**src/l2lhp_pkg.sv**
```systemverilog
// Shared constants, types and helpers for the log2 latency histogram.
// Used by the bucket RAM, the percentile scanner and the top level.
package l2lhp_pkg;

    localparam int NUM_BUCKETS = 64;
    localparam int COUNT_BITS  = 32;
    localparam int IDX_BITS    = $clog2(NUM_BUCKETS);
    localparam int TOTAL_BITS  = COUNT_BITS + IDX_BITS;
    localparam int PM_BITS     = 10;
    localparam int PROD_BITS   = TOTAL_BITS + PM_BITS;
    localparam int LAT_BITS    = 64;
    localparam int POS_BITS    = 6;

    localparam logic [IDX_BITS-1:0]   LAST_IDX   = IDX_BITS'(NUM_BUCKETS - 1);
    localparam logic [POS_BITS-1:0]   LAST_POS   = POS_BITS'(NUM_BUCKETS - 1);
    localparam logic [POS_BITS:0]     SAT_POS    = 7'd63;
    localparam logic [COUNT_BITS-1:0] COUNT_MAX  = '1;
    localparam logic [PM_BITS-1:0]    PER_THOUSAND = 10'd1000;
    localparam logic [LAT_BITS-1:0]   BOUND_ALL_ONES = '1;
    localparam logic [LAT_BITS-1:0]   BOUND_EMPTY    = '0;

    typedef enum logic {
        ACT_RECORD = 1'b0,
        ACT_QUERY  = 1'b1
    } t_action;

    typedef struct packed {
        logic                en;
        logic [IDX_BITS-1:0] addr;
    } t_ram_rd;

    typedef struct packed {
        logic                  en;
        logic [IDX_BITS-1:0]   addr;
        logic [COUNT_BITS-1:0] data;
    } t_ram_wr;

    typedef struct packed {
        logic                done;
        logic [LAT_BITS-1:0] bound;
    } t_scan_res;

    // Position of the highest set bit, binary search in six halving steps.
    // Zero lands on position 0, same as a value of one.
    function automatic logic [POS_BITS-1:0] top_bit_pos(input logic [LAT_BITS-1:0] v);
        logic [LAT_BITS-1:0] x;
        logic [POS_BITS-1:0] p;
        x = v;
        p = '0;
        for (int s = POS_BITS - 1; s >= 0; s--) begin
            if ((x >> (1 << s)) != '0) begin
                x    = x >> (1 << s);
                p[s] = 1'b1;
            end
        end
        return p;
    endfunction

    function automatic logic [IDX_BITS-1:0] bucket_of(input logic [LAT_BITS-1:0] v);
        logic [POS_BITS-1:0] p;
        p = top_bit_pos(v);
        if (p > LAST_POS) begin
            p = LAST_POS;
        end
        return IDX_BITS'(p);
    endfunction

endpackage

```
**src/log2_latency_histogram_percentile.sv**
```systemverilog
// Top level of the log2 latency histogram: control FSM, running total and
// output register. Instantiates l2lhp_bucket_ram and l2lhp_scan; uses l2lhp_pkg.
//
// A record transaction reads the bucket counter from the counter RAM on
// acceptance and writes it back incremented (saturating) in the next cycle.
// A query transaction stalls further input until its result is loaded. The
// S_MUL state multiplies the running total by the per-mille value. Then one
// RAM read per bucket is streamed through a two-stage accumulate-and-compare
// pipeline, and S_HOLD loads the output register. The scan stops at the first
// bucket that reaches the threshold. On an empty histogram a query skips the
// scan. A finished query waits for as long as the previous result is stalled
// at the output. The result sits in an output register, so records keep
// flowing while it waits.
// Counters start at zero after reset with no clearing pass.
module log2_latency_histogram_percentile import l2lhp_pkg::*; (
    input  logic                i_clk,
    input  logic                i_rst_n,
    input  logic                i_in_valid,
    output logic                o_in_stall,
    input  logic                i_action,
    input  logic [LAT_BITS-1:0] i_elapsed_us,
    input  logic [PM_BITS-1:0]  i_per_mille,
    output logic                o_out_valid,
    input  logic                i_out_stall,
    output logic [LAT_BITS-1:0] o_percentile_bound
);

    typedef enum logic [4:0] {
        S_IDLE = 5'b00001,
        S_REC  = 5'b00010,
        S_MUL  = 5'b00100,
        S_SCAN = 5'b01000,
        S_HOLD = 5'b10000
    } t_state;

    t_state                r_state;
    logic [IDX_BITS-1:0]   r_rec_idx;
    logic [TOTAL_BITS-1:0] r_total;
    logic [PM_BITS-1:0]    r_pm;
    logic [PROD_BITS-1:0]  r_prod;
    logic [LAT_BITS-1:0]   r_res;
    logic                  r_out_valid;
    logic [LAT_BITS-1:0]   r_out_bound;

    logic                  in_accept;
    logic                  out_free;
    logic                  scan_start;
    logic                  not_full;
    logic [COUNT_BITS-1:0] rd_data;
    t_ram_rd               ram_rd;
    t_ram_rd               scan_rd;
    t_ram_wr               ram_wr;
    t_scan_res             scan_res;

    assign o_in_stall = (r_state != S_IDLE);
    assign in_accept  = i_in_valid && !o_in_stall;
    assign out_free   = !r_out_valid || !i_out_stall;
    assign scan_start = (r_state == S_MUL) && (r_total != '0);
    assign not_full   = (rd_data != COUNT_MAX);

    always_comb begin
        if (r_state == S_SCAN) begin
            ram_rd = scan_rd;
        end else begin
            ram_rd.en   = in_accept && (i_action == ACT_RECORD);
            ram_rd.addr = bucket_of(i_elapsed_us);
        end
        ram_wr.en   = (r_state == S_REC);
        ram_wr.addr = r_rec_idx;
        ram_wr.data = rd_data + COUNT_BITS'(not_full);
    end

    l2lhp_bucket_ram u_ram (
        .i_clk     (i_clk),
        .i_rst_n   (i_rst_n),
        .i_rd      (ram_rd),
        .i_wr      (ram_wr),
        .o_rd_data (rd_data)
    );

    l2lhp_scan u_scan (
        .i_clk     (i_clk),
        .i_rst_n   (i_rst_n),
        .i_start   (scan_start),
        .i_prod    (r_prod),
        .i_rd_data (rd_data),
        .o_rd      (scan_rd),
        .o_res     (scan_res)
    );

    always_ff @(posedge i_clk) begin
        if (!i_rst_n) begin
            r_state     <= S_IDLE;
            r_total     <= '0;
            r_out_valid <= 1'b0;
        end else begin
            if (r_state == S_HOLD && out_free) begin
                r_out_valid <= 1'b1;
            end else if (r_out_valid && !i_out_stall) begin
                r_out_valid <= 1'b0;
            end
            case (r_state)
                S_IDLE: begin
                    if (in_accept) begin
                        r_state <= (i_action == ACT_QUERY) ? S_MUL : S_REC;
                    end
                end
                S_REC: begin
                    r_total <= r_total + TOTAL_BITS'(not_full);
                    r_state <= S_IDLE;
                end
                S_MUL: begin
                    r_state <= (r_total == '0) ? S_HOLD : S_SCAN;
                end
                S_SCAN: begin
                    if (scan_res.done) begin
                        r_state <= S_HOLD;
                    end
                end
                S_HOLD: begin
                    if (out_free) begin
                        r_state <= S_IDLE;
                    end
                end
                default: begin
                    r_state <= S_IDLE;
                end
            endcase
        end
    end

    always_ff @(posedge i_clk) begin
        if (in_accept) begin
            r_rec_idx <= bucket_of(i_elapsed_us);
            r_pm      <= i_per_mille;
        end
        if (r_state == S_MUL) begin
            r_prod <= PROD_BITS'(r_total) * PROD_BITS'(r_pm);
            r_res  <= BOUND_EMPTY;
        end
        if (r_state == S_SCAN && scan_res.done) begin
            r_res <= scan_res.bound;
        end
        if (r_state == S_HOLD && out_free) begin
            r_out_bound <= r_res;
        end
    end

    assign o_out_valid        = r_out_valid;
    assign o_percentile_bound = r_out_bound;

`ifndef SYNTHESIS
    a_scan_done_in_scan: assert property (@(posedge i_clk) disable iff (!i_rst_n)
        scan_res.done |-> (r_state == S_SCAN))
        else $error("scan finished outside of a query");

    a_record_writes_back: assert property (@(posedge i_clk) disable iff (!i_rst_n)
        (in_accept && (i_action == ACT_RECORD)) |=> ram_wr.en)
        else $error("record transaction without counter write-back");

    a_result_from_hold: assert property (@(posedge i_clk) disable iff (!i_rst_n)
        $rose(r_out_valid) |-> $past(r_state == S_HOLD))
        else $error("result presented without a finished query");
`endif

endmodule

```
**src/l2lhp_bucket_ram.sv**
```systemverilog
// Bucket counter RAM: one write port, one read port, registered read data.
// Per-entry valid bits make unwritten entries read as zero after reset. Uses l2lhp_pkg.
module l2lhp_bucket_ram import l2lhp_pkg::*; (
    input  logic                  i_clk,
    input  logic                  i_rst_n,
    input  t_ram_rd               i_rd,
    input  t_ram_wr               i_wr,
    output logic [COUNT_BITS-1:0] o_rd_data
);

    logic [COUNT_BITS-1:0]  r_mem [NUM_BUCKETS];
    logic [NUM_BUCKETS-1:0] r_valid;
    logic [COUNT_BITS-1:0]  r_rd_raw;
    logic                   r_rd_vld;

    always_ff @(posedge i_clk) begin
        if (i_wr.en) begin
            r_mem[i_wr.addr] <= i_wr.data;
        end
        if (i_rd.en) begin
            r_rd_raw <= r_mem[i_rd.addr];
        end
    end

    always_ff @(posedge i_clk) begin
        if (!i_rst_n) begin
            r_valid  <= '0;
            r_rd_vld <= 1'b0;
        end else begin
            if (i_wr.en) begin
                r_valid[i_wr.addr] <= 1'b1;
            end
            if (i_rd.en) begin
                r_rd_vld <= r_valid[i_rd.addr];
            end
        end
    end

    assign o_rd_data = r_rd_vld ? r_rd_raw : '0;

endmodule

```
**src/l2lhp_scan.sv**
```systemverilog
// Percentile scanner: streams the bucket RAM from index 0, accumulates counts
// and finds the first bucket with seen*1000 >= total*per_mille. Uses l2lhp_pkg.
module l2lhp_scan import l2lhp_pkg::*; (
    input  logic                  i_clk,
    input  logic                  i_rst_n,
    input  logic                  i_start,
    input  logic [PROD_BITS-1:0]  i_prod,
    input  logic [COUNT_BITS-1:0] i_rd_data,
    output t_ram_rd               o_rd,
    output t_scan_res             o_res
);

    logic                  r_issue;
    logic [IDX_BITS-1:0]   r_addr;
    logic                  r_dv;
    logic [IDX_BITS-1:0]   r_dv_idx;
    logic                  r_chk;
    logic [IDX_BITS-1:0]   r_chk_idx;
    logic [TOTAL_BITS-1:0] r_seen;
    logic [PROD_BITS-1:0]  seen_k;
    logic                  hit;
    logic                  done;

    // seen >= ceil(prod/1000) is the same as seen*1000 >= prod for integers
    assign seen_k = PROD_BITS'(r_seen) * PROD_BITS'(PER_THOUSAND);
    assign hit    = seen_k >= i_prod;
    assign done   = r_chk && (hit || r_chk_idx == LAST_IDX);

    always_ff @(posedge i_clk) begin
        if (!i_rst_n) begin
            r_issue <= 1'b0;
            r_dv    <= 1'b0;
            r_chk   <= 1'b0;
            r_addr  <= '0;
        end else if (done) begin
            r_issue <= 1'b0;
            r_dv    <= 1'b0;
            r_chk   <= 1'b0;
        end else begin
            if (i_start) begin
                r_issue <= 1'b1;
                r_addr  <= '0;
            end else if (r_issue) begin
                r_addr <= r_addr + 1'b1;
                if (r_addr == LAST_IDX) begin
                    r_issue <= 1'b0;
                end
            end
            r_dv  <= r_issue;
            r_chk <= r_dv;
        end
    end

    always_ff @(posedge i_clk) begin
        r_dv_idx <= r_addr;
        if (i_start) begin
            r_seen <= '0;
        end else if (r_dv) begin
            r_seen    <= r_seen + TOTAL_BITS'(i_rd_data);
            r_chk_idx <= r_dv_idx;
        end
    end

    always_comb begin
        o_rd.en     = r_issue;
        o_rd.addr   = r_addr;
        o_res.done  = done;
        o_res.bound = BOUND_ALL_ONES;
        if (hit && ((POS_BITS + 1)'(r_chk_idx) < SAT_POS)) begin
            o_res.bound = LAT_BITS'(1) << r_chk_idx;
        end
    end

endmodule
```
**config.mk**
```make
export PLATFORM = sky130hd
export DESIGN_NAME = log2_latency_histogram_percentile
export DESIGN_NICKNAME = d
export VERILOG_FILES = /design/src/l2lhp_pkg.sv /design/src/log2_latency_histogram_percentile.sv /design/src/l2lhp_bucket_ram.sv /design/src/l2lhp_scan.sv
export SDC_FILE = /design/constraint.sdc
export NUM_CORES = 2
export LEC_CHECK = 0
export BUFFER_PORTS_ARGS = -buffer_cell sky130_fd_sc_hd__buf_2
export CAP_MARGIN = 20
export CORE_MARGIN = 2
export CORE_UTILIZATION = 60
export CTS_BUF_LIST = sky130_fd_sc_hd__clkbuf_2 sky130_fd_sc_hd__clkbuf_4 sky130_fd_sc_hd__clkbuf_8
export DETAILED_ROUTE_END_ITERATION = 10
export PLACE_DENSITY = 0.83
export SYNTH_ARGS = -nofsm -noshare
export SYNTH_HDL_FRONTEND = slang
export SYNTH_SLANG_ARGS = --single-unit
```
**constraint.sdc**
```tcl
create_clock -name i_clk -period 10.7 [get_ports i_clk]
set_input_delay 1.07 -clock i_clk [delete_from_list [all_inputs] [get_ports i_clk]]
set_output_delay 1.07 -clock i_clk [all_outputs]
set_load 0.02 [all_outputs]
```
==> metrics.md <==
| Metric | Value |
|---|---|
| Setup Viol. Count Final | 0 |
| Final Hold Fails | 0 |
| Post-Route WL | 305 mm |
| WL/cell | 24.9 um |
| Yosys top cell by area | edfxtp_1 |
| Async SR Flop Fraction | 0 |
| Post-CTS setup buffer count | 0 |
| CP dominant cell by count | fa_1 |
| Leak | 0.0480 uW |
| Synthesis-stage register bit count | 2440 |
| H-tree Lvls | 5 |
| Fin cells | 12.3k |
| Slew at the pin closest to its max-slew limit | 1230 ps |
| Internal | 14900 uW |
| Initial Util | 0.603 |
| Max clock buf depth | 4 |
| Mean area per synthesized cell | 12.8 um^2 |
| Post-synthesis sequential area ratio | 0.611 |
| Drt first pass iters | 6 |
| Clock Latency Late Sink | 1090 ps |
| Number of port buffers | 143 |
| Min-delay src | i_per_mille[0] |
| First-pass GRT wire length | 458 mm |
| Worst Hold Path EP | r_pm[0]$_DFFE_PP_ |
| Hold Path Cell Cnt | 1 |
| Area grow syn2layout | 9.95% |
| Setup TNS | 0 ps |
| Vias | 77.3k |
| DRT antenna net count | 0 |
| Fin crit period | 9410 ps |
| Inst Count DP | 11.6k |
| Clock power frac | 0.410 |
| Layout cells sized above 1 | 0.113 |
| PwrDens | 148 mW/mm^2 |
| # hold bufs at CTS | 0 |
| Initial antenna violation count | 16 |
| Final GP Congestion | 0.955 |
| Reg-to-Reg Start | u_scan.r_seen[2]$_SDFFE_PP0P_ |
| RSZ-0062 raised after global routing | false |
| R2r setup slk | 1290 ps |
| CTS clk-pin slew, worst paths | 60 ps |
| Fill cells | 12.9k |
| Comb power frac | 0.048 |
| Worst clock skew | 123 ps |
| HPWL Detailed | 180 mm |
| Vias per Instance | 6.31 |
| Initial DRC count | 10.6k |
| Fmax | 106 MHz |
| Vias in the first global route | 77.2k |
| Seq. cell area | 0.0717 mm^2 |
| EDFF count, synth | 2278 |
| Hold Crit Class | in2reg |
| Seq pwr share | 0.542 |
| Yosys warning total | 0 |
| P_sw | 4190 uW |
| Total grt overflow | 0 |
| TritonCTS clock tree | done |
| Worst r2r path cells | 30 |
| CTS Sinks | 2440 |
| Synth top area share | 0.583 |
| Netlist cell types | 92 |
| Root buffer cell | clkbuf_8 |
| Die area | 0.199 mm^2 |
| FP Rows | 162 |
| Fin crit share | 0.879 |
| CP Capture Type | flip-flop |
| Syn Inst Count | 9201 |
| Worst rel slew slack | 0.170 |
| CP Class | reg2reg |
| Multi-input logic area | 0.0423 mm^2 |
| Synth top area cells | edfxtp_1 58%, fa_1 7.3%, nand2_1 6.3%, mux2i_1 4.6%, ha_1 2.8% |
| CP Max Fanout | 42 |
| Largest net degree at the start of global routing | 177 |
| Post-Syn Area | 0.117 mm^2 |
| Post_cts resized | 0 |
| CP max stage cell | o41ai_1 |
| Max Slew Vio Count | 0 |
| Num CTS Buffers | 386 |
| Worst r2r dst | r_res[3]$_SDFFCE_PN0P_ |
| Status | completed |
| Die height | 446 um |
| Commonest register cell after synthesis | edfxtp_1 |
| Top-level I/O count | 145 |
| Worst endpoint required time | 11380 ps |
| Nets | 10.2k |
| Switching part of the total power | 0.220 |
| Syn Nets | 9970 |
| Core Region | 0.195 mm^2 |
| Worst EP arrival | 10080 ps |
| Setup crit start kind | flip-flop |
| CP peak stage delay | 630 ps |
| Maxcap violations | 0 |
| Max VDD drop | 0.128 mV |
| Residual DRC | 0 |
| GRT Util Overall | 0.306 |
| Die width | 446 um |
==> worst max-delay path by stage <==
stage	endpoint	slack [ps]	cells after the start	from
finish	r_res[3]$_SDFFCE_PN0P_	1290	30	u_scan.r_seen[2]$_SDFFE_PP0P_
global route	r_res[3]$_SDFFCE_PN0P_	600	30	u_scan.r_seen[2]$_SDFFE_PP0P_
CTS	r_res[3]$_SDFFCE_PN0P_	1320	30	u_scan.r_seen[2]$_SDFFE_PP0P_
detailed placement	r_res[1]$_SDFFCE_PN0P_	1370	30	u_scan.r_seen[2]$_SDFFE_PP0P_
global placement	r_res[3]$_SDFFCE_PN0P_	1510	30	u_scan.r_seen[2]$_SDFFE_PP0P_
floorplan	r_res[0]$_SDFFCE_PN0P_	2150	29	u_scan.r_seen[2]$_SDFFE_PP0P_
==> area by class of cell <==
type | instances | area share
antenna | 6 | 0.000116
clock buffer | 531 | 0.0504
tap | 2542 | 0.0247
multi-input combinational | 5724 | 0.328
sequential | 2440 | 0.555
clock inverter | 144 | 0.00777
timing repair buffer | 342 | 0.0190
inverter | 523 | 0.0153
==> cell usage in the layout (no fill, tap or decap), drive strengths merged, types with 16 or more instances in the layout <==
cell,Yosys,final
o211ai,141,141
and3,188,188
clkbuf,261,532
o21bai,16,16
a21oi,100,100
a32o,40,40
nand4,47,47
mux2i,538,538
edfxtp,2278,2278
xnor2,129,129
a31oi,18,18
dfxtp,162,162
o21ai,134,134
and2,263,263
a21o,49,49
nand2,1958,1958
nor2,233,233
ha,261,261
xor2,45,45
a211oi,24,24
or3,21,21
a311o,52,52
buf,253,341
nor3,51,51
nor2b,37,37
a311oi,163,163
fa,429,429
o21a,94,94
clkinv,1,120
nand3,386,386
inv,522,526
nand2b,28,28
nor4,97,97
a32oi,37,37
==> state kept, by name, indices dropped and copies added, names as in the netlist, 5 cells and up <==
signal,cells
r_state,5
u_scan.r_dv_idx,6
r_total,38
u_ram.r_valid,64
r_prod,48
u_scan.r_addr,6
u_scan.r_seen,38
o_percentile_bound,64
r_rec_idx,6
u_ram.r_rd_raw,32
r_res,64
u_ram.r_mem,2048
r_pm,10
u_scan.r_chk_idx,6
==> per-layer routing <==
| metal | part of all wire | GRT usage | wire length [um] | up-vias |
|---|---|---|---|---|
| met5 | 0.00042 | 0 | 129 | - |
| met4 | 0.061 | 0.173 | 18700 | 16 |
| met3 | 0.13 | 0.0777 | 38500 | 1061 |
| met2 | 0.46 | 0.482 | 141000 | 5186 |
| met1 | 0.35 | 0.388 | 107000 | 37600 |
| li1 | - | - | - | 33400 |
==> Yosys cell counts, drive strengths merged (45+ instances only) <==
| cell type | number |
|---|---|
| nor3 | 51 |
| nor4 | 97 |
| a311o | 52 |
| o21a | 94 |
| xnor2 | 129 |
| edfxtp | 2278 |
| and3 | 188 |
| xor2 | 45 |
| nand4 | 47 |
| nor2 | 233 |
| o211ai | 141 |
| and2 | 263 |
| inv | 522 |
| ha | 261 |
| a21oi | 100 |
| a311oi | 163 |
| fa | 429 |
| nand2 | 1958 |
| nand3 | 386 |
| a21o | 49 |
| mux2i | 538 |
| buf | 253 |
| clkbuf | 261 |
| dfxtp | 162 |
| o21ai | 134 |
==> worst max-delay path: cells and delay by family, from the launching register on <==
kind	cells	cell delay, ps
AO/OA/AOI/OAI	13	3610
adder cells (fa/ha/maj)	6	2680
AND/OR/NAND/NOR	5	1150
buffers and inverters	5	860
flip-flops	1	570
XOR/XNOR	1	140
==> power by group through the flow <==
| stage | logic, uW | registers, uW | clock network [uW] |
|---|---|---|---|
| 6_report | 916 | 10300 | 7810 |
| 2_1_floorplan | 640 | 10500 | 0 |
| 3_3_place_gp | 849 | 10500 | 0 |
| 3_5_place_dp | 887 | 10500 | 0 |
| 5_1_grt | 985 | 10300 | 8250 |
| 4_1_cts | 893 | 10300 | 7860 |
==> through the flow <==
step | power [uW] | area (um^2) | utilization | setup WS (ps) | hold WS, ps
floorplan | 11200 | 117000 | - | 2150 | 368
detailed placement | 11400 | 121000 | 0.624 | 1370 | 395
global placement | 11400 | 121000 | 0.624 | 1510 | 388
CTS | 19100 | 129000 | 0.662 | 1320 | 65.6
finish | 19100 | 129000 | 0.663 | 1290 | 166
global route | 19600 | 129000 | 0.663 | 604 | 130
==> kinds of logic (layout without fill, tap and decap cells) <==
kind of cell    Yosys count  count (layout)  share of synthesized area
xor+xnor                174             174                     0.0130
other cells               0               6                          0
buf+inv                1037            1540                     0.0375
simple gates           3374            3374                      0.131
flops                  2440            2440                      0.611
fa+ha+maj               690             690                      0.101
compound gates          940             940                     0.0603
mux                     546             546                     0.0470
(Power assumes the default switching activity.)
